--- src/hdl/pressure_sensor_compensation_defines.svh ---
// assertion macros shared by the pressure compensation block
`ifndef PRESSURE_SENSOR_COMPENSATION_DEFINES_SVH
`define PRESSURE_SENSOR_COMPENSATION_DEFINES_SVH

`ifndef NO_ASSERTIONS
// full property, clocked on clk and held off during reset
`define PSC_ASSERT(label, prop) \
  label: assert property (@(posedge clk) disable iff (rst) prop) \
    else $error("psc assertion failed");
// same-cycle implication
`define PSC_ASSERT_IMPL(label, pre, post) \
  label: assert property (@(posedge clk) disable iff (rst) (pre) |-> (post)) \
    else $error("psc implication failed");
`else
`define PSC_ASSERT(label, prop)
`define PSC_ASSERT_IMPL(label, pre, post)
`endif

`endif

--- src/hdl/psc_pkg.sv ---
// types and constants of the pressure compensation pipeline
package psc_pkg;

  localparam int D_W      = 24;  // raw conversion width
  localparam int COEF_W   = 16;  // calibration word width
  localparam int IDX_W    = 3;   // config register index width
  localparam int DT_W     = 25;  // signed temperature difference
  localparam int PROD_W   = 42;  // dT times a coefficient
  localparam int OFF_W    = 35;
  localparam int SENS_W   = 34;
  localparam int TEMP_W   = 19;
  localparam int PRES_W   = 23;

  localparam int OFF_SHIFT  = 7;
  localparam int SENS_SHIFT = 8;
  localparam int TEMP_SHIFT = 23;
  localparam int P_SHIFT1   = 21;
  localparam int P_SHIFT2   = 15;

  // d1 * sens split into two partial products
  localparam int LO_W   = 17;
  localparam int HI_W   = SENS_W - LO_W;
  localparam int PPL_W  = D_W + LO_W;
  localparam int PPH_W  = D_W + 1 + HI_W;
  localparam int MULT_W = PPH_W + LO_W;
  localparam int DIFF_W = MULT_W - P_SHIFT1;

  localparam logic signed [TEMP_W-1:0] TEMP_BASE = 19'sd2000;

  typedef enum logic [IDX_W-1:0] {
    REG_SENS_COEFF        = 3'd0,
    REG_OFFSET_COEFF      = 3'd1,
    REG_SENS_TEMP_COEFF   = 3'd2,
    REG_OFFSET_TEMP_COEFF = 3'd3,
    REG_REF_TEMP          = 3'd4,
    REG_TEMP_SLOPE        = 3'd5
  } reg_idx_t;

  typedef struct packed {
    logic [COEF_W-1:0] sens_coeff;
    logic [COEF_W-1:0] offset_coeff;
    logic [COEF_W-1:0] sens_temp_coeff;
    logic [COEF_W-1:0] offset_temp_coeff;
    logic [COEF_W-1:0] ref_temp;
    logic [COEF_W-1:0] temp_slope;
  } cfg_t;

  typedef struct packed {
    logic [D_W-1:0]           d1;
    logic signed [PROD_W-1:0] p_off;
    logic signed [PROD_W-1:0] p_sens;
    logic signed [PROD_W-1:0] p_temp;
  } delta_t;

  typedef struct packed {
    logic [D_W-1:0]           d1;
    logic signed [OFF_W-1:0]  off;
    logic signed [SENS_W-1:0] sens;
    logic signed [TEMP_W-1:0] temp;
  } comp_t;

endpackage

--- src/hdl/psc_combine.sv ---
// stage 3: offset, sensitivity and temperature sums
module psc_combine import psc_pkg::*; (
  input  logic   clk,
  input  logic   rst,
  input  cfg_t   cfg,
  input  logic   in_valid,
  output logic   in_ready,
  input  delta_t in_data,
  output logic   out_valid,
  input  logic   out_ready,
  output comp_t  out_data
);

  logic                     v3, r3;
  logic signed [OFF_W-1:0]  off_next;
  logic signed [SENS_W-1:0] sens_next;
  logic signed [TEMP_W-1:0] temp_next;

  assign r3       = !v3 || out_ready;
  assign in_ready = r3;

  // arithmetic shifts taken as part-selects of the signed products
  assign off_next  = $signed({3'b0, cfg.offset_coeff, 16'b0})
                   + $signed(in_data.p_off[PROD_W-1:OFF_SHIFT]);
  assign sens_next = $signed({3'b0, cfg.sens_coeff, 15'b0})
                   + $signed(in_data.p_sens[PROD_W-1:SENS_SHIFT]);
  assign temp_next = TEMP_BASE + $signed(in_data.p_temp[PROD_W-1:TEMP_SHIFT]);

  always_ff @(posedge clk) begin
    if (rst) begin
      v3 <= 1'b0;
    end else if (r3) begin
      v3 <= in_valid;
    end
  end

  always_ff @(posedge clk) begin
    if (r3 && in_valid) begin
      out_data.d1   <= in_data.d1;
      out_data.off  <= off_next;
      out_data.sens <= sens_next;
      out_data.temp <= temp_next;
    end
  end

  assign out_valid = v3;

endmodule

--- config.mk ---
export PLATFORM = sky130hd
export DESIGN_NAME = psc_combine
export DESIGN_NICKNAME = d
export VERILOG_FILES = /design/src/hdl/pressure_sensor_compensation_defines.svh /design/src/hdl/psc_pkg.sv /design/src/hdl/psc_combine.sv
export SDC_FILE = /design/constraint.sdc
export NUM_CORES = 1
export LEC_CHECK = 0
export ABC_AREA = 1
export BUFFER_PORTS_ARGS = -buffer_cell sky130_fd_sc_hd__clkbuf_2
export CAP_MARGIN = 20
export CORE_AREA = 4 4 138 140
export CTS_CLUSTER_SIZE = 30
export DETAILED_ROUTE_END_ITERATION = 8
export DIE_AREA = 0 0 142 144
export GPL_TIMING_DRIVEN = 1
export PLACE_DENSITY = 0.71
export REMOVE_ABC_BUFFERS = 1
export SYNTH_ARGS = -nofsm -noshare
export SYNTH_HDL_FRONTEND = slang
export SYNTH_SLANG_ARGS = --single-unit
--- constraint.sdc ---
create_clock -name clk -period 18.2 [get_ports clk]
set_clock_uncertainty 0.05 [all_clocks]
set_input_delay 1.82 -clock clk [delete_from_list [all_inputs] [get_ports clk]]
set_output_delay 1.82 -clock clk [all_outputs]
set_load 0.02 [all_outputs]
Word level (Yosys, flattened, before mapping)
Index checks and enable logic that the tools add are counted.
{"block": "word_totals", "reg_bits": 113, "in_bits": 250, "out_inout_bits": 114, "wordCells": 11}
{"block": "classes", "addsub": 3, "n_reduce_logical": 3}
{"op": "$add 33x35->35", "n": 1}
{"op": "$add 32x34->34", "n": 1}
{"op": "$add 12x19->19 const A", "n": 1}
{"op": "$logic_and 1x1->1", "n": 1}
{"op": "$logic_not 1->1", "n": 1}
{"op": "$logic_or 1x1->1", "n": 1}

Depth between registers and ports, before layout
{"block": "depth", "depth_word": 3, "depth_mapped": 12, "mapped_depth_nobuf": 12}

Worst setup path before layout
OpenSTA, ideal clock, no wires.
{"block": "synth_timing", "path_type": "input to register", "startpoint": "input port in_valid", "endpoint": "register out_data[0] (netlist name), enable pin", "arrival_ps": 7261, "required_ps": 17530, "setup_slack_ps": 10269, "stages": 2, "n_path_buf": 0, "path_cell_list": "inv_1 > a21oi_1"}
{"block": "synth_between", "elab_chain_cells": 1}
{"element": "start, declared", "line": "psc_combine.sv:6", "rtl": "input logic in_valid,"}
{"element": "$logic_and 1x1->1", "line": "psc_combine.sv:38", "rtl": "if (r3 && in_valid) begin"}
{"element": "end, declared", "line": "psc_combine.sv:11", "rtl": "output comp_t out_data"}
Every way passes these cells.
A chain may end at the register's enable or synchronous reset.

Final worst setup path
{"block": "layout_timing", "startpoint": "input port out_ready", "endpoint": "output port in_ready"}
{"block": "layout_between", "elab_chain_cells": 1}
{"element": "start, declared", "line": "psc_combine.sv:10", "rtl": "input logic out_ready,"}
{"element": "$logic_or 1x1->1", "line": "psc_combine.sv:19", "rtl": "assign r3 = !v3 || out_ready;"}
{"element": "end, declared", "line": "psc_combine.sv:7", "rtl": "output logic in_ready,"}
Every way passes these cells.

==> summary.md <==
| Metric | Value |
|---|---|
| CTS tree | done |
| Hold path cells | 2 |
| Critical path class | in -> out |
| Leak pwr | 3.897 nW |
| Place WS | around 14 ns |
| Post-CTS sizing | 0 |
| Synth-to-layout area growth | 38.26% |
| Number of DRC markers in iteration 0 | roughly 260 |
| WL/cell | 15.30 um |
| Top-area cell type share of the netlist area | 59.04% |
| CTS Sinks | roughly 110 |
| Post-CTS Repair Setup Buffers | 0 |
| Reg2reg end | out_data[49] |
| Core footprint | roughly 18000 um2 |
| Yosys warns | 0 |
| Num rows | 49 |
| Clk Latency, worst-skew pair | around 0.41 ns |
| Maximum VDD drop | 61.78 uV |
| Final worst slack | about 14 ns |
| Max Fclk | approximately 240 MHz |
| Clock root cell | clkbuf_16 |
| Worst slew pin tran | 0.7813 ns |
| GPL Wtd Cong | between 0.8 and 0.9 |
| Total CTS buffers | 17 |
| I/O pins | 364 |
| Post-DP HPWL | 13.37 mm |
| Max_cap viols | 0 |
| CTS clk-pin slew, worst paths | about 0.06 ns |
| Share of cells above drive strength 1 | a little under two fifths |
| Port bufs | ~260 |
| Synth area leaders | edfxtp_1, nand2_1, ha_1, inv_1, xor2_1 |
| Synth Instances | 551 |
| Design area | ~7900 um2 |
| Max Root-Sink Buffers | 2 |
| Final hold violations | 0 |
| Fin crit share | between 20 and 25% |
| Total gr overflow | 0 |
| HP Class | reg -> reg |
| Netlist Area Pre-Place | about 5700 um2 |
| Minimum clock period | between 4 and 5 ns |
| Hold Slack | between 0.5 and 0.6 ns |
| Die H | around 140 um |
| Post-Place Cell Area | between 7000 and 8000 um2 |
| Sequential area share after synthesis | between 50% and 60% |
| Final setup fails | 0 |
| Fin. max-slew vios | 0 |
| Drt pass-1 iters | 5 |
| Crit end category | output port |
| Global-route wire length before repair | approximately 24 mm |
| Initial Utilization | a little under a third |
| Crit path max fanout | 2 |
| Power Density | roughly 100 nW/um2 |
| Routed WL | around 16 mm |
| Critical path arrival | 2.24 ns |
| Syn_area_per_cell | 10.34 um2 |
| GRT Total Usage | between 15 and 20% |
| Vias | between 4000 and 5000 |
| TNS Setup | 0 ns |
| Unrepaired setup endpoints after global routing | false |
| Vias in the first global route | 4575 |
| Distinct cells, synth | 20 |
| Area of the die | around 20000 um2 |
| Largest net degree at the start of global routing | 63 |
| Final-layout fill cell count | ~1700 |
| Nets@finish | 1118 |
| Via density | 4.473 |
| Yosys top cell by area | edfxtp_1 |
| Slew Limit Headroom | ~48% |
| N_diodes | 0 |
| Final design utilization | between 40% and 50% |
| Post-route antenna net violation count | 0 |
| Worst setup path startpoint | out_ready |
| Reg2Reg Setup Slack | between 15 and 20 ns |
| Startpoint Class | primary input |
| Initial antenna violation count | 0 |
| # H-tree levels | 4 |
| Die width | 142 um |
| Worst Setup EP | in_ready |
| Reg2Reg Depth | 3 |
| Drt drc | 0 |
| Status | finished, final reports clean |
| Worst r2r src | out_valid |
| FF+latch count, synth | approximately 110 |
| Worst Path Required | between 15 and 20 ns |
| Hold_buf cts | 0 |
[cell type report]
cell class	instances	area [um2]	area share, %
Sequential cell	113	3383	42.95
Multi-Input combinational cell	365	2051	26.04
Timing Repair Buffer	263	1321	16.78
Clock buffer	17	425.4	5.401
Tap cell	229	286.5	3.638
Inverter	73	274.0	3.479
Clock inverter	15	135.1	1.716
[flip-flops by register name, summed over array words and instances (netlist names)]
name and cells:
out_valid 1, out_data 112
[where the power goes]
group / switching (W) / internal (W) / total [W]
logic: 0.0000932 / 0.0000504 / 0.000144
registers: 0.00000729 / 0.000314 / 0.000322
clock network: 0.000126 / 0.000188 / 0.000314
total: 0.000226 / 0.000553 / 0.000779
[layer usage]
| layer | global-route usage, % | wire, um | share of wire (%) | vias up |
|---|---|---|---|---|
| met5 | 0 | 0 | 0 | - |
| met1 | 20.16 | 7146 | 43 | 2173 |
| met3 | 3.241 | 1168 | 7.1 | 19 |
| met4 | 5.354 | 225 | 1.4 | 0 |
| met2 | 25.54 | 7911 | 48 | 204 |
| li1 | - | - | - | 2412 |
[synthesized netlist by cell type]
master    instances
fa_1              2
dfxtp_1           1
and2_2            1
nand2_1         156
nand3_1          33
xor2_1           22
nor2_2            5
o21ai_0           8
nand2_2          11
and2_1            1
nor2_1           35
nor3_2            2
nand3_2           4
a21oi_1          32
inv_1            73
ha_1             33
a21oi_2           2
edfxtp_1        112
nor3_1           10
xnor2_1           8
[stage by stage]
step / total power (W) / std cells
finish: 0.0007793 / 1075
global route: 0.0008187 / 1075
CTS: 0.0007924 / 1075
detailed placement: 0.0004718 / 1043
global placement: 0.0004699 / 1043
floorplan: 0.0004160 / 551
[logic make-up (layout without fill, tap and decap cells)]
group | Yosys count | after routing | synth area share [%]
fa+ha+maj | 35 | 35 | 7.951
flops | 113 | 113 | 59.39
xor+xnor | 30 | 30 | 4.612
buf+inv | 73 | 368 | 4.810
simple gates | 258 | 258 | 19.42
compound gates | 42 | 42 | 3.822
[placed cells by master (no fill, tap or decap), types with 3 or more instances in the layout]
| cell | netlist | routed |
|---|---|---|
| clkbuf_2 | 0 | 261 |
| nand2_1 | 156 | 156 |
| edfxtp_1 | 112 | 112 |
| inv_1 | 73 | 73 |
| nor2_1 | 35 | 35 |
| nand3_1 | 33 | 33 |
| ha_1 | 33 | 33 |
| a21oi_1 | 32 | 31 |
| xor2_1 | 22 | 22 |
| clkbuf_16 | 0 | 17 |
| nand2_2 | 11 | 11 |
| nor3_1 | 10 | 10 |
| xnor2_1 | 8 | 8 |
| o21ai_0 | 8 | 8 |
| nor2_2 | 5 | 5 |
| nand3_2 | 4 | 4 |
| clkinv_4 | 0 | 4 |
| clkinvlp_4 | 0 | 4 |
| inv_6 | 0 | 3 |
[how the worst min path moves through the flow]
stage,startpoint,endpoint,slack (ns)
2_1_floorplan,out_valid,out_valid,0.66
3_3_place_gp,out_valid,out_valid,0.48
3_5_place_dp,out_valid,out_valid,0.50
4_1_cts,out_valid,out_valid,0.51
5_1_grt,out_valid,out_valid,0.52
6_report,out_valid,out_valid,0.51
[critical path, stage by stage]
cell      delay [ns]
clkbuf_2        0.08
inv_1           0.09
nand2_1         0.09
clkbuf_2        0.16
No activity file was read; power rests on OpenSTA's default activity.
