===== src/hdl/pressure_sensor_compensation_defines.svh =====
// assertion macros shared by the pressure compensation block
`ifndef PRESSURE_SENSOR_COMPENSATION_DEFINES_SVH
`define PRESSURE_SENSOR_COMPENSATION_DEFINES_SVH

`ifndef NO_ASSERTIONS
// full property, clocked on clk and held off during reset
`define PSC_ASSERT(label, prop) \
  label: assert property (@(posedge clk) disable iff (rst) prop) \
    else $error("psc assertion failed");
// same-cycle implication
`define PSC_ASSERT_IMPL(label, pre, post) \
  label: assert property (@(posedge clk) disable iff (rst) (pre) |-> (post)) \
    else $error("psc implication failed");
`else
`define PSC_ASSERT(label, prop)
`define PSC_ASSERT_IMPL(label, pre, post)
`endif

`endif


===== src/hdl/psc_pkg.sv =====
// types and constants of the pressure compensation pipeline
package psc_pkg;

  localparam int D_W      = 24;  // raw conversion width
  localparam int COEF_W   = 16;  // calibration word width
  localparam int IDX_W    = 3;   // config register index width
  localparam int DT_W     = 25;  // signed temperature difference
  localparam int PROD_W   = 42;  // dT times a coefficient
  localparam int OFF_W    = 35;
  localparam int SENS_W   = 34;
  localparam int TEMP_W   = 19;
  localparam int PRES_W   = 23;

  localparam int OFF_SHIFT  = 7;
  localparam int SENS_SHIFT = 8;
  localparam int TEMP_SHIFT = 23;
  localparam int P_SHIFT1   = 21;
  localparam int P_SHIFT2   = 15;

  // d1 * sens split into two partial products
  localparam int LO_W   = 17;
  localparam int HI_W   = SENS_W - LO_W;
  localparam int PPL_W  = D_W + LO_W;
  localparam int PPH_W  = D_W + 1 + HI_W;
  localparam int MULT_W = PPH_W + LO_W;
  localparam int DIFF_W = MULT_W - P_SHIFT1;

  localparam logic signed [TEMP_W-1:0] TEMP_BASE = 19'sd2000;

  typedef enum logic [IDX_W-1:0] {
    REG_SENS_COEFF        = 3'd0,
    REG_OFFSET_COEFF      = 3'd1,
    REG_SENS_TEMP_COEFF   = 3'd2,
    REG_OFFSET_TEMP_COEFF = 3'd3,
    REG_REF_TEMP          = 3'd4,
    REG_TEMP_SLOPE        = 3'd5
  } reg_idx_t;

  typedef struct packed {
    logic [COEF_W-1:0] sens_coeff;
    logic [COEF_W-1:0] offset_coeff;
    logic [COEF_W-1:0] sens_temp_coeff;
    logic [COEF_W-1:0] offset_temp_coeff;
    logic [COEF_W-1:0] ref_temp;
    logic [COEF_W-1:0] temp_slope;
  } cfg_t;

  typedef struct packed {
    logic [D_W-1:0]           d1;
    logic signed [PROD_W-1:0] p_off;
    logic signed [PROD_W-1:0] p_sens;
    logic signed [PROD_W-1:0] p_temp;
  } delta_t;

  typedef struct packed {
    logic [D_W-1:0]           d1;
    logic signed [OFF_W-1:0]  off;
    logic signed [SENS_W-1:0] sens;
    logic signed [TEMP_W-1:0] temp;
  } comp_t;

endpackage


===== src/hdl/psc_pressure.sv =====
// stages 4-6: split pressure product, sum, offset removal and output register
`include "pressure_sensor_compensation_defines.svh"
module psc_pressure import psc_pkg::*; (
  input  logic                     clk,
  input  logic                     rst,
  input  logic                     in_valid,
  output logic                     in_ready,
  input  comp_t                    in_data,
  output logic                     out_valid,
  input  logic                     out_ready,
  output logic signed [TEMP_W-1:0] temperature,
  output logic signed [PRES_W-1:0] pressure
);

  logic                     v4, v5, v6, r4, r5, r6;
  logic [PPL_W-1:0]         pp_lo, pp_lo_next;
  logic signed [PPH_W-1:0]  pp_hi, pp_hi_next;
  logic signed [OFF_W-1:0]  off4, off5;
  logic signed [TEMP_W-1:0] temp4, temp5;
  logic signed [MULT_W-1:0] prod, prod_next;
  logic signed [DIFF_W-1:0] diff_next;

  assign r6       = !v6 || out_ready;
  assign r5       = !v5 || r6;
  assign r4       = !v4 || r5;
  assign in_ready = r4;

  // low part unsigned, high part carries the sign of sens
  assign pp_lo_next = PPL_W'(in_data.d1) * PPL_W'(in_data.sens[LO_W-1:0]);
  assign pp_hi_next = PPH_W'($signed({1'b0, in_data.d1}))
                    * PPH_W'($signed(in_data.sens[SENS_W-1:LO_W]));

  assign prod_next = $signed({pp_hi, {LO_W{1'b0}}})
                   + $signed({{(MULT_W-PPL_W){1'b0}}, pp_lo});

  assign diff_next = $signed(prod[MULT_W-1:P_SHIFT1]) - DIFF_W'(off5);

  always_ff @(posedge clk) begin
    if (rst) begin
      v4 <= 1'b0;
      v5 <= 1'b0;
      v6 <= 1'b0;
    end else begin
      if (r4) v4 <= in_valid;
      if (r5) v5 <= v4;
      if (r6) v6 <= v5;
    end
  end

  always_ff @(posedge clk) begin
    if (r4 && in_valid) begin
      pp_lo <= pp_lo_next;
      pp_hi <= pp_hi_next;
      off4  <= in_data.off;
      temp4 <= in_data.temp;
    end
    if (r5 && v4) begin
      prod  <= prod_next;
      off5  <= off4;
      temp5 <= temp4;
    end
    if (r6 && v5) begin
      temperature <= temp5;
      pressure    <= $signed(diff_next[DIFF_W-1:P_SHIFT2]);
    end
  end

  assign out_valid = v6;

  `PSC_ASSERT_IMPL(a_backpressure_full, !in_ready, v4 && v5 && v6 && !out_ready)

endmodule


===== config.mk =====
export PLATFORM = sky130hd
export DESIGN_NAME = psc_pressure
export DESIGN_NICKNAME = d
export VERILOG_FILES = /design/src/hdl/psc_pkg.sv /design/src/hdl/psc_pressure.sv
export VERILOG_INCLUDE_DIRS = /design/src /design/src/hdl
export SDC_FILE = /design/constraint.sdc
export NUM_CORES = 2
export LEC_CHECK = 0
export ABC_CLOCK_PERIOD_IN_PS = 17700
export BUFFER_PORTS_ARGS = -buffer_cell sky130_fd_sc_hd__buf_4
export CAP_MARGIN = 10
export CORE_MARGIN = 2
export CORE_UTILIZATION = 45
export CTS_CLUSTER_SIZE = 14
export DETAILED_ROUTE_END_ITERATION = 16
export GPL_TIMING_DRIVEN = 0
export PLACE_DENSITY = 0.67
export SLEW_MARGIN = 10
export SYNTH_ARGS = -nofsm -noshare
export SYNTH_HDL_FRONTEND = slang
export SYNTH_SLANG_ARGS = --single-unit

===== constraint.sdc =====
create_clock -name clk -period 17.7 [get_ports clk]
set_input_delay 1.77 -clock clk [delete_from_list [all_inputs] [get_ports clk]]
set_output_delay 1.77 -clock clk [all_outputs]
set_load 0.05 [all_outputs]

# --- Word level (Yosys, flattened, before mapping) ---
# Index checks and enable logic that the tools add are counted.
totals:
  output_inout_bits: 44
  word_cells: 25
  ff_bits: 295
op_classes:
  reduce_logical: 9
  n_addsub: 2
  multipliers: 2
op_table:
  columns: ["cell", "n"]
  rows:
  - ["$add A59 B42 Y59", 1]
  - ["$mul A25 B17 Y42", 1]
  - ["$mul A24 B17 Y41", 1]
  - ["$sub A38 B35 Y38", 1]
  - ["$logic_and A1 B1 Y1", 3]
  - ["$logic_not A1 Y1", 3]
  - ["$logic_or A1 B1 Y1", 3]

# --- Logic depth before layout (Yosys ltp) ---
depth:
  ltp_word: 5
  depth_mapped: 26

# --- Least setup slack after synthesis ---
# OpenSTA, ideal clock, no wires.
synth_timing:
  path_kind: "in2reg"
  startpoint: "input port out_ready"
  endpoint: "register off5[0] (enable)"
  setup_ps: 683
  path_stages: 2
  arrival_ps: 8533
  path_slack_ps: 8484
  path_cell_list: "nor2b_1 -> a21boi_0"
synth_via:
  elab_chain_len: 3
synth_rtl:
  columns: ["element", "line_no", "text"]
  rows:
  - ["start: declaration", "psc_pressure.sv:10", "input logic out_ready,"]
  - ["$logic_or A1 B1 Y1", "psc_pressure.sv:23", "assign r6 = !v6 || out_ready;"]
  - ["$logic_or A1 B1 Y1", "psc_pressure.sv:24", "assign r5 = !v5 || r6;"]
  - ["$logic_and A1 B1 Y1", "psc_pressure.sv:57", "if (r5 && v4) begin"]
  - ["end signal: assignment", "psc_pressure.sv:59", "off5 <= off4;"]
  - ["end: declaration", "psc_pressure.sv:18", "logic signed [OFF_W-1:0] off4, off5;"]
# Every way passes these cells.
# A chain may end at the register's enable or synchronous reset.

# --- Final worst setup path ---
layout_timing:
  startpoint: "input port in_data[97] (netlist name)"
  endpoint: "register pp_lo[39], data pin"
layout_via:
  elab_chain_len: 1
layout_rtl:
  columns: ["element", "line_no", "text"]
  rows:
  - ["start: declaration", "psc_pressure.sv:8", "input comp_t in_data,"]
  - ["$mul A24 B17 Y41", "psc_pressure.sv:29", "assign pp_lo_next = PPL_W'(in_data.d1) * PPL_W'(in_data.sens[LO_W-1:0]);"]
  - ["named net pp_lo_next[39]", "psc_pressure.sv:16", "logic [PPL_W-1:0] pp_lo, pp_lo_next;"]
  - ["end signal: assignment", "psc_pressure.sv:52", "pp_lo <= pp_lo_next;"]
  - ["end: declaration", "psc_pressure.sv:16", null]
# The timed path passes the listed nets, and every way through them passes these cells.

==> key figures <==
Floorplan
  • Initial core utilization: 45.20%
  • Die X-Extent: ~290 µm
  • Row cnt: 104
  • Core area: approximately 80,000 µm²
  • Die Ht: about 290 µm
  • Full die area: around 83,000 µm²
  • # IOs: 160

Global route
  • Initial antenna violation count: 15
  • First-pass GRT wire length: 152,300 µm
  • Number of global-route vias before repair: around 27,000
  • All-layer global routing usage: 24.15%
  • Grt ovf: 0
  • Maximum number of pins on one net before global-route repair: 30

Routing
  • Routed wire length: 97,100 µm
  • DR DRC count: 0
  • Via density: 5.168
  • DRT antenna net count: 0
  • Via count: 25,240
  • First drt pass iteration count: 5
  • Initial drt markers: between 1,500 and 2,000
  • Routed wire length per instance: 19.88 µm

STA
  • Slew Viols, Final: 0
  • Tmin final: between 9 and 10 ns
  • Crit share post-route: 51.14%
  • Final hold viol count: 0
  • Worst slew pin tran: ~1.2 ns
  • Final setup fails: 0
  • RSZ-0062 raised after global routing: false
  • F_max: around 0.11 GHz
  • Final hold slack: 0.4139 ns
  • Final Skew: around 0.017 ns
  • Rel. slew slack: 22.74%
  • Setup TNS: 0 ns

Logic synthesis
  • Netlist cell types: between 60 and 70
  • Yosys top cell by area: fa_1
  • Post-synth EDFFs: 254
  • Primary FF master, synth: edfxtp_1
  • Cell area after synthesis: 36,230 µm²
  • Area contributors post-synth: fa_1 36%, edfxtp_1 21%, ha_1 11%
  • Area share of the leading cell type in the synthesized netlist: 36.25%
  • Synthesized area per cell: 10.04 µm²
  • Ys Warns: 0
  • Post-Syn Nets: around 4,700
  • Synthesized flop and latch total: roughly 260
  • Sequential share of the synthesized area: 21.22%
  • Fraction of registers with async set/reset: 0%
  • Synth Instances: 3,608

Critical path
  • R2r setup slk: 14.26 ns
  • CP Data Required Time: 17.98 ns
  • CP max stage cell: clkbuf_1
  • Worst EP arrival: 9.33 ns
  • Worst R2R Path Depth: 11
  • CP Capture Type: flop
  • Buf+Inv Stages, Crit Path: 3
  • Startpoint Class: input port
  • RR Endpoint: pressure[15]$_DFFE_PP_
  • Crit-path most repeated cell: fa_1
  • Crit path max-delay family: adder cells
  • Crit-path max cell delay: between 0.7 and 0.8 ns
  • Cells along the critical path: clkbuf_1, clkbuf_1, nand2_1, fa_1, inv_1, fa_1, fa_1, fa_1, fa_1, fa_1, ha_1, o21ai_0, o21bai_1, a311oi_1, a211oi_1, a21oi_1, o21ai_0, a21oi_1, nand2b_1, a21oi_1, xnor2_1
  • Critical R2R Launch: prod[23]$_DFFE_PP_
  • Worst Path Max Fanout: 10
  • Worst Setup SP: in_data[97]
  • Critical path class: input port to flop

Clock network
  • CTS sink cnt: 257
  • TritonCTS clock tree: done
  • Hold_buf cts: 0
  • Post-CTS setup buffers: 0
  • Number of H-tree levels: 1
  • Clk_lat worst skew: 0.54 ns
  • Post_cts resized: 0
  • Clock Path Buffers: 3
  • Clock tree root driver cell: clkbuf_16
  • Clock slew at reported path FFs: approximately 0.060 ns
  • CTS buffer count: 25

Finish
  • Share of cells above drive strength 1: 6.018%
  • Most frequent cells in the layout: 808 x inv_1, 656 x fa_1, 499 x nand2_1
  • Nets: 4,889
  • Commonest non-fill, non-tap cell in the layout: inv_1
  • Layout Area Growth over Synthesis: 9.935%

Place
  • HPWL after DPL: approximately 81,000 µm
  • Port-buffer cells: ~160
  • RD Place Congestion: 0.9586

Job
  • Max cap viols: 0

Min path
  • Hold Crit Endpoint: temp5[11]$_DFFE_PP_
  • Hold Crit Depth: 0
  • Hold WC Path Type: flop to flop
  • Hold wc startpoint: temp4[11]$_DFFE_PP_

Outcome
  • Status: finished clean
[routing by layer]
layer  global-route usage, %  vias up  wire, µm  share of wire (%)
li1                        -    11370         -                  -
met5                       0        -        55              0.057
met2                   40.41     1030     45810                 47
met3                   4.010      241      8482                8.7
met4                   9.521       10      4120                4.2
met1                   31.37    12590     38630                 40
[layout make-up]
cell class | count | area [µm²]
plain buffers | 146 | 549.3
clock buffers | 37 | 710.7
flip-flops and latches | 257 | 7687
fillers | 7458 | 40320
multi-input cells | 2397 | 25000
diodes | 2 | 5.005
clock inverters | 9 | 125.1
inverters | 808 | 3033
repair buffers | 168 | 1399
well taps | 1060 | 1326
[logic make-up (layout without fill, tap and decap cells)]
| logic type | after synthesis | in the layout | share of synthesized area [%] |
|---|---|---|---|
| DFF | 257 | 257 | 21.22 |
| AOI/OAI and AO/OA | 269 | 269 | 4.890 |
| other | 0 | 2 | 0 |
| xor gates and xnor gates | 114 | 114 | 2.756 |
| and+or+nand+nor | 1044 | 1044 | 14.16 |
| buffers and inverters | 954 | 1168 | 9.887 |
| adders and majority gates | 970 | 970 | 47.09 |
[Yosys cell counts, drive strengths merged (8+ instances only)]
cell / number
inv: 808
fa: 656
nand2: 499
and2: 349
ha: 314
edfxtp: 254
clkbuf: 145
a21oi: 94
xnor2: 74
nor2: 73
xor2: 40
a21o: 39
o21ai: 39
nand2b: 23
nand3: 23
nand4: 21
nor2b: 19
a211oi: 15
o21a: 14
and3: 10
o21bai: 10
nor3: 9
a31oi: 8
[stage by stage]
| step | instances | util (%) | instance area [µm²] | worst slack (ns) |
|---|---|---|---|---|
| 2_1_floorplan | 3608 | - | 36230 | 8.484 |
| 3_3_place_gp | 4826 | 48.34 | 38740 | 5.264 |
| 3_5_place_dp | 4836 | 48.64 | 38990 | 8.163 |
| 4_1_cts | 4882 | 49.69 | 39830 | 8.739 |
| 5_1_grt | 4883 | 49.69 | 39830 | 8.412 |
| 6_report | 4884 | 49.69 | 39830 | 8.649 |
[sequential cells by signal (all words and copies together) (netlist names), 19 cells and up]
signal	flops
pp_lo	24
temperature	19
off5	35
pressure	23
temp5	19
pp_hi	42
temp4	19
off4	35
prod	38
[worst max path at each step]
| stage | depth (start not counted) | slack, ns | to |
|---|---|---|---|
| floorplan | 2 | 8.48 | off5[0]$_DFFE_PP_ |
| detailed placement | 21 | 8.16 | pp_lo[39]$_DFFE_PP_ |
| global placement | 3 | 5.26 | off5[33]$_DFFE_PP_ |
| finish | 21 | 8.65 | pp_lo[39]$_DFFE_PP_ |
| global route | 20 | 8.41 | pp_lo[31]$_DFFE_PP_ |
| CTS | 21 | 8.74 | pp_lo[39]$_DFFE_PP_ |
Power is left out: the tool's default activity adds up to more than one toggle a clock period on the data nets, which glitch-free logic cannot reach.
