## config.mk

```make
export PLATFORM = sky130hd
export DESIGN_NAME = psc_delta
export DESIGN_NICKNAME = d
export VERILOG_FILES = /design/src/hdl/psc_pkg.sv /design/src/hdl/psc_delta.sv
export VERILOG_INCLUDE_DIRS = /design/src /design/src/hdl
export SDC_FILE = /design/constraint.sdc
export NUM_CORES = 2
export LEC_CHECK = 0
export BUFFER_PORTS_ARGS = -buffer_cell sky130_fd_sc_hd__buf_2
export CORE_MARGIN = 5
export CORE_UTILIZATION = 45
export CTS_BUF_LIST = sky130_fd_sc_hd__clkbuf_8 sky130_fd_sc_hd__clkbuf_16
export DETAILED_ROUTE_END_ITERATION = 8
export PLACE_DENSITY = 0.74
export SETUP_SLACK_MARGIN = 0.05
export SYNTH_ARGS = -nofsm -noshare
export SYNTH_HDL_FRONTEND = slang
export SYNTH_SLANG_ARGS = --single-unit
```

## constraint.sdc

```tcl
create_clock -name clk -period 7.8 [get_ports clk]
set_input_delay 0.39 -clock clk [delete_from_list [all_inputs] [get_ports clk]]
set_output_delay 0.39 -clock clk [all_outputs]
set_load 0.005 [all_outputs]
```

## src/hdl/pressure_sensor_compensation_defines.svh

```systemverilog
// assertion macros shared by the pressure compensation block
`ifndef PRESSURE_SENSOR_COMPENSATION_DEFINES_SVH
`define PRESSURE_SENSOR_COMPENSATION_DEFINES_SVH

`ifndef NO_ASSERTIONS
// full property, clocked on clk and held off during reset
`define PSC_ASSERT(label, prop) \
  label: assert property (@(posedge clk) disable iff (rst) prop) \
    else $error("psc assertion failed");
// same-cycle implication
`define PSC_ASSERT_IMPL(label, pre, post) \
  label: assert property (@(posedge clk) disable iff (rst) (pre) |-> (post)) \
    else $error("psc implication failed");
`else
`define PSC_ASSERT(label, prop)
`define PSC_ASSERT_IMPL(label, pre, post)
`endif

`endif

```

## src/hdl/psc_pkg.sv

```systemverilog
// types and constants of the pressure compensation pipeline
package psc_pkg;

  localparam int D_W      = 24;  // raw conversion width
  localparam int COEF_W   = 16;  // calibration word width
  localparam int IDX_W    = 3;   // config register index width
  localparam int DT_W     = 25;  // signed temperature difference
  localparam int PROD_W   = 42;  // dT times a coefficient
  localparam int OFF_W    = 35;
  localparam int SENS_W   = 34;
  localparam int TEMP_W   = 19;
  localparam int PRES_W   = 23;

  localparam int OFF_SHIFT  = 7;
  localparam int SENS_SHIFT = 8;
  localparam int TEMP_SHIFT = 23;
  localparam int P_SHIFT1   = 21;
  localparam int P_SHIFT2   = 15;

  // d1 * sens split into two partial products
  localparam int LO_W   = 17;
  localparam int HI_W   = SENS_W - LO_W;
  localparam int PPL_W  = D_W + LO_W;
  localparam int PPH_W  = D_W + 1 + HI_W;
  localparam int MULT_W = PPH_W + LO_W;
  localparam int DIFF_W = MULT_W - P_SHIFT1;

  localparam logic signed [TEMP_W-1:0] TEMP_BASE = 19'sd2000;

  typedef enum logic [IDX_W-1:0] {
    REG_SENS_COEFF        = 3'd0,
    REG_OFFSET_COEFF      = 3'd1,
    REG_SENS_TEMP_COEFF   = 3'd2,
    REG_OFFSET_TEMP_COEFF = 3'd3,
    REG_REF_TEMP          = 3'd4,
    REG_TEMP_SLOPE        = 3'd5
  } reg_idx_t;

  typedef struct packed {
    logic [COEF_W-1:0] sens_coeff;
    logic [COEF_W-1:0] offset_coeff;
    logic [COEF_W-1:0] sens_temp_coeff;
    logic [COEF_W-1:0] offset_temp_coeff;
    logic [COEF_W-1:0] ref_temp;
    logic [COEF_W-1:0] temp_slope;
  } cfg_t;

  typedef struct packed {
    logic [D_W-1:0]           d1;
    logic signed [PROD_W-1:0] p_off;
    logic signed [PROD_W-1:0] p_sens;
    logic signed [PROD_W-1:0] p_temp;
  } delta_t;

  typedef struct packed {
    logic [D_W-1:0]           d1;
    logic signed [OFF_W-1:0]  off;
    logic signed [SENS_W-1:0] sens;
    logic signed [TEMP_W-1:0] temp;
  } comp_t;

endpackage

```

## src/hdl/psc_delta.sv

```systemverilog
// stages 1-2: temperature difference and its three coefficient products
`include "pressure_sensor_compensation_defines.svh"
module psc_delta import psc_pkg::*; (
  input  logic           clk,
  input  logic           rst,
  input  cfg_t           cfg,
  input  logic           in_valid,
  output logic           in_ready,
  input  logic [D_W-1:0] d1_in,
  input  logic [D_W-1:0] d2_in,
  output logic           out_valid,
  input  logic           out_ready,
  output delta_t         out_data
);

  logic                     v1, v2, r1, r2;
  logic [D_W-1:0]           d1_s1;
  logic signed [DT_W-1:0]   dt_s1, dt_next;
  logic signed [COEF_W:0]   c3s, c4s, c6s;
  logic signed [PROD_W-1:0] p_off_next, p_sens_next, p_temp_next;

  assign r2       = !v2 || out_ready;
  assign r1       = !v1 || r2;
  assign in_ready = r1;

  assign dt_next = $signed({1'b0, d2_in}) - $signed({1'b0, cfg.ref_temp, 8'b0});

  assign c3s = $signed({1'b0, cfg.sens_temp_coeff});
  assign c4s = $signed({1'b0, cfg.offset_temp_coeff});
  assign c6s = $signed({1'b0, cfg.temp_slope});

  assign p_off_next  = PROD_W'(dt_s1) * PROD_W'(c4s);
  assign p_sens_next = PROD_W'(dt_s1) * PROD_W'(c3s);
  assign p_temp_next = PROD_W'(dt_s1) * PROD_W'(c6s);

  always_ff @(posedge clk) begin
    if (rst) begin
      v1 <= 1'b0;
      v2 <= 1'b0;
    end else begin
      if (r1) v1 <= in_valid;
      if (r2) v2 <= v1;
    end
  end

  always_ff @(posedge clk) begin
    if (r1 && in_valid) begin
      d1_s1 <= d1_in;
      dt_s1 <= dt_next;
    end
    if (r2 && v1) begin
      out_data.d1     <= d1_s1;
      out_data.p_off  <= p_off_next;
      out_data.p_sens <= p_sens_next;
      out_data.p_temp <= p_temp_next;
    end
  end

  assign out_valid = v2;

  `PSC_ASSERT(a_accept_fills_stage1, in_valid && in_ready |=> v1)

endmodule

```

### Word-level counts from Yosys, hierarchy flattened

Index checks and enable logic that the tools add are counted.

* add/subtract/negate cells: 1
* $mul: 3
* div/mod/pow operators: 0
* $lt $le $gt $ge: 0
* equal/unequal tests: 0
* shift-type cells: 0
* multiplexer cells: 0
* bitwise operators: 0
* reduce and logical (&&, ||, !) cells: 6

Operators with widths (number)
* multiplier 25 x 17 -> 42 bit: 3
* subtractor 24 x 24 -> 25 bit: 1
* logical AND 1 bit: 2
* logical NOT 1 bit: 2
* logical OR 1 bit: 2

* register bits after elaboration: 201
* latch bits: 0
* memory bits (writable): 0
* ROM bits: 0
* memories: 0

### Logic depth before layout (Yosys ltp)

* word-level depth: 4
* depth in mapped cells: 27

### Least setup slack after synthesis

Ideal clock, no wire load.

* kind: register -> register
* start point: register v2, in the netlist out_valid
* end point: register out_data[0] in the netlist's numbering, enable pin
* setup time: 0.680 ns
* data arrival time: 7.104 ns
* path slack: 0.016 ns
* stages on the path, launching flop included: 3
* path buffers: 0
* cells stage by stage: dfxtp_1 > nor2b_1 > nor2b_1

* word-level cells in the longest chain between the ends: 3

Ends and longest elaborated chain
* start: declaration: line psc_delta.sv:16 `logic v1, v2, r1, r2;`
* start signal: assignment: line psc_delta.sv:42 `if (r2) v2 <= v1;`
* logical NOT 1 bit: line psc_delta.sv:22 `assign r2 = !v2 || out_ready;`
* logical OR 1 bit: line psc_delta.sv:22
* logical AND 1 bit: line psc_delta.sv:51 `if (r2 && v1) begin`
* end: declaration: line psc_delta.sv:13 `output delta_t out_data`

No other way between the ends.
A chain may end at the register's enable or synchronous reset.

### Final worst setup path

* start point: register dt_s1[14]
* end point: register out_data[35] in the netlist's numbering (data pin)

* word-level cells in the longest chain between the ends: 1

Ends and longest elaborated chain
* start: declaration: line psc_delta.sv:18 `logic signed [DT_W-1:0] dt_s1, dt_next;`
* start signal: assignment: line psc_delta.sv:49 `dt_s1 <= dt_next;`
* multiplier 25 x 17 -> 42 bit: line psc_delta.sv:34 `assign p_temp_next = PROD_W'(dt_s1) * PROD_W'(c6s);`
* named net p_temp_next[35]: line psc_delta.sv:20 `logic signed [PROD_W-1:0] p_off_next, p_sens_next, p_temp_next;`

The timed path passes the listed nets, and every way through them passes these cells.

==> flow_results.org <==
** STA
- Share of the cycle needed by the critical path after routing :: 94.81%
- Setup TNS after final layout :: 0 ps
- The worst path in the final design needs a cycle of 7395 ps, including I/O delays and setup.
- RSZ-0062 raised after global routing :: no
- Across all hold checks on the routed design, the worst slack comes to 155.7 ps.
- Worst max-slew margin expressed relative to the limit :: 35.43%
- For the pin with the worst max-slew slack, the measured transition is 968.5 ps.
- Peak Freq :: between 0.1 and 0.15 GHz
- Number of pins with negative max-slew slack in the final report :: 0
- Setup-failing EPs final :: 0
- Final hold violation count :: 0
- On the final layout, the worst clock skew is 9.160 ps.

** Critical path
- Flop2flop setup slack :: a little over 400 ps
- Source of the critical timing path :: dt_s1[14]
- The slowest stage of the critical path is the sky130_fd_sc_hd__edfxtp_1 cell.
- The worst setup path is captured at a flop.
- The worst setup path is launched from a flop.
- In this run the critical register-to-register path is launched from dt_s1[14].
- Arrival time of data at the critical path endpoint :: 7800 ps
- The number of cells on the worst reg-to-reg path is 22.
- Critical path peak fanout :: 25
- Crit path to :: out_data[35]
- The endpoint identified for the worst register-to-register timing path is out_data[35].
- Instance count on the critical path :: 22
- STA puts the critical path data required time at 8210 ps.
- Critical path class :: reg -> reg
- On the worst path, the slowest cell contributes a delay of 930 ps.
- Critical path cell sequence :: buf_12 > nand2_1 > fa_1 > fa_1 > fa_1 > inv_1 > fa_1 > fa_1 > inv_1 > fa_1 > inv_1 > ha_1 > o21a_1 > o21a_1 > o21ai_0 > nand2_1 > o311ai_1 > o31ai_1 > o21ai_0 > o21ai_0 > a31oi_1 > a311oi_1
- The cell that appears most often on the critical path is sky130_fd_sc_hd__fa_1.
- Among cell families on the critical path, the largest total delay comes from adder cells.
- The critical path contains buffers and inverters numbering 4 combined.

** Synthesis
- Count of flip-flops with a built-in enable after synthesis :: 199
- After technology mapping, the gate count stands at about 5300.
- The average instance in the mapped netlist occupies 9.451 sq um.
- The number of nets in the synthesized netlist is 6953.
- After Yosys synthesis, full adders, half adders and majority gates account for 54.98% of the synthesized area.
- During synthesis, Yosys emitted a total of 0 warnings.
- The synthesized netlist devotes 4.085% of its cell area to compound gates.
- Distinct cell type count of the synthesized netlist :: 62
- The synthesized design contains 201 register bits.
- The portion of synthesized area spent on multiplexers is 0%.
- The most used flip-flop cell after synthesis is sky130_fd_sc_hd__edfxtp_1.
- The synthesized netlist occupies a cell area of around 0.050 sq mm.
- Main combinational cell family by area after synthesis :: adder cells
- Fraction of synthesized cell area in xor and xnor cells :: roughly 2.4%
- Fraction of registers with async set or reset after synthesis :: 0%
- Basic-gate share of the synthesized area counting and, or, nand and nor cells :: 13.76%
- Sequential-to-total area share from yosys stat :: 12.00%

** Clock tree
- Clock Pin Slew Worst Setup and Hold Paths :: 60 ps
- CTS root buffer :: sky130_fd_sc_hd__clkbuf_16
- Total clock buffers created by CTS :: 27
- H-tree lvl count :: 1
- Clock Latency Late Sink :: ~590 ps
- Number of buffers on the longest clock path :: 3
- Clock sink count :: 201
- TritonCTS clock tree :: built
- Resized Gates After CTS :: 0

** Die
- Number of top-level design ports :: 300
- The die is approximately 340 um wide.
- The floorplan step defined a die boundary enclosing roughly 0.12 sq mm.
- Initial Utilization :: 45.31%
- The die is between 300 and 400 um tall.
- The core region is 0.1107 sq mm.
- After floorplanning, the core was divided into ~120 placement rows.

** Run
- Across the run, the number of max-cap violations was 0.

** Routing
- The first detailed-routing pass took 5 iterations.
- Using the TritonRoute via totals, the vias-per-cell ratio works out to 5.044.
- In the routed design, unresolved DRC markers number 0.
- After detailed routing, the average wire length per cell comes to approximately 17 um.
- In this run, the number of DRC markers left after iteration 0 of detailed routing was 2012.
- Routed wire length :: 116.1 mm
- The detail route stage leaves a number of antenna-violating nets equal to 0.
- The final route contains 35200 vias.

** Cells and area
- At the end of the flow, the number of nets in the layout was 7112.
- Post-synthesis to final-layout area growth :: 8.439%
- Of the cells placed in the final design, the portion with a size suffix greater than 1 is 7.366%.
- Most frequent standard cell in the layout excluding fill and tap cells :: sky130_fd_sc_hd__inv_1
- Highest-count cells in the layout ignoring fill and taps :: sky130_fd_sc_hd__inv_1, sky130_fd_sc_hd__fa_1, sky130_fd_sc_hd__nand2_1

** Hold path
- Class of the worst hold path :: in -> reg

** GRT
- Global routing used 20.48% of the available tracks across all layers.
- After global routing the overflow that remains totals 0.
- Via count of the first global-routing pass :: 38627
- The initial antenna violation count is 7.
- Entering global routing, the biggest net connects 62 pins.
- The first global-routing pass estimated 195.0 mm of wire.

** Run status
- Result of the run :: finished clean

** Place
- PortBufs :: 267
- Once detailed placement completed, the half-perimeter wirelength came to 92.97 mm.
- Final weighted congestion in routability-driven placement :: slightly below 0.9
flip-flops by register name, indices dropped and copies added (netlist names):
signal / cells
d1_s1: 24
dt_s1: 25
out_valid: 1
out_data: 150
v1: 1
cells by family (layout without fill, tap and decap cells):
kind of cell,after synthesis,after routing
other,0,6
adder cells (fa/ha/maj),1499,1499
AO/OA/AOI/OAI,312,312
XOR/XNOR,137,137
flip-flops,201,201
buffers and inverters,1709,1888
AND/OR/NAND/NOR,1448,1448
worst min-delay path by stage:
stage,startpoint,endpoint,slack [ps],cells past startpoint
after floorplan,d1_s1[0],out_data[126],400,0
after global placement,d1_s1[22],out_data[148],400,0
after detailed placement,d1_s1[0],out_data[126],400,0
after CTS,out_ready,out_valid,90,4
after global routing,out_ready,out_valid,120,4
final,out_ready,out_valid,160,4
cells in the mapped netlist, types with 3 or more instances:
cell type | instances | area share, %
sky130_fd_sc_hd__a21boi_0 | 3 | 0.045
sky130_fd_sc_hd__and4_1 | 3 | 0.052
sky130_fd_sc_hd__a21oi_2 | 3 | 0.052
sky130_fd_sc_hd__nor3_1 | 18 | 0.18
sky130_fd_sc_hd__and3_1 | 11 | 0.14
sky130_fd_sc_hd__ha_1 | 325 | 8.1
sky130_fd_sc_hd__nor2_1 | 84 | 0.63
sky130_fd_sc_hd__or2_2 | 4 | 0.050
sky130_fd_sc_hd__o31ai_1 | 5 | 0.075
sky130_fd_sc_hd__a211oi_1 | 12 | 0.18
sky130_fd_sc_hd__edfxtp_1 | 199 | 12
sky130_fd_sc_hd__nand2b_1 | 15 | 0.19
sky130_fd_sc_hd__a211o_1 | 6 | 0.10
sky130_fd_sc_hd__xor2_1 | 29 | 0.51
sky130_fd_sc_hd__o21a_1 | 21 | 0.31
sky130_fd_sc_hd__a21oi_1 | 92 | 0.92
sky130_fd_sc_hd__nor2b_1 | 20 | 0.25
sky130_fd_sc_hd__o211ai_1 | 4 | 0.060
sky130_fd_sc_hd__a21o_1 | 50 | 0.75
sky130_fd_sc_hd__and2_1 | 481 | 6.0
sky130_fd_sc_hd__a31oi_1 | 15 | 0.19
sky130_fd_sc_hd__nand2_1 | 771 | 5.8
sky130_fd_sc_hd__o41ai_1 | 3 | 0.052
sky130_fd_sc_hd__fa_1 | 1174 | 47
sky130_fd_sc_hd__nand4_1 | 15 | 0.19
sky130_fd_sc_hd__xnor2_1 | 108 | 1.9
sky130_fd_sc_hd__o21ai_0 | 53 | 0.53
sky130_fd_sc_hd__o21bai_1 | 13 | 0.19
sky130_fd_sc_hd__inv_1 | 1467 | 11
sky130_fd_sc_hd__nand3_1 | 17 | 0.17
sky130_fd_sc_hd__clkbuf_1 | 242 | 1.8
sky130_fd_sc_hd__a31o_2 | 5 | 0.087
worst min-delay path: stages:
cell                      delay, ps
sky130_fd_sc_hd__buf_2           80
sky130_fd_sc_hd__nor2b_1         80
sky130_fd_sc_hd__nor2_1         110
sky130_fd_sc_hd__nor2_1          50
final cells by class:
| type | count | area, sq um |
|---|---|---|
| diodes | 6 | 15.01 |
| well taps | 1488 | 1862 |
| repair buffers | 372 | 2410 |
| fillers | 10203 | 56290 |
| flip-flops and latches | 201 | 6016 |
| clock buffers | 27 | 675.6 |
| clock inverters | 22 | 167.7 |
| inverters | 1467 | 5507 |
| multi-input cells | 3396 | 37720 |
layer usage:
metal / wire length (um) / global-route usage, % / part of all wire, %
met1: 46480 / 26.50 / 40
met2: 57960 / 35.73 / 50
met3: 8106 / 3.253 / 7.0
met4: 3552 / 6.079 / 3.1
met5: 27 / 0 / 0.023
repair_timing:
| action | in CTS | in global routing |
|---|---|---|
| hold buffers | 34 | 0 |
| endpoints found under the hold margin | 34 | 0 |
| setup buffers | 0 | 0 |
stage by stage:
stage          instance area (sq um)  instances  setup WS (ps)  util [%]
6_report                       54380       6979          404.8     49.14
5_1_grt                        54370       6975          138.9     49.13
4_1_cts                        54360       6973          530.6     49.12
3_5_place_dp                   53180       6890          549.1     48.05
3_3_place_gp                   53180       6890          670.8     48.05
2_1_floorplan                  50150       5306           1232         -
Power is not shown: default switching activity piles up to over one toggle a cycle in this logic, so the estimate is an artifact.
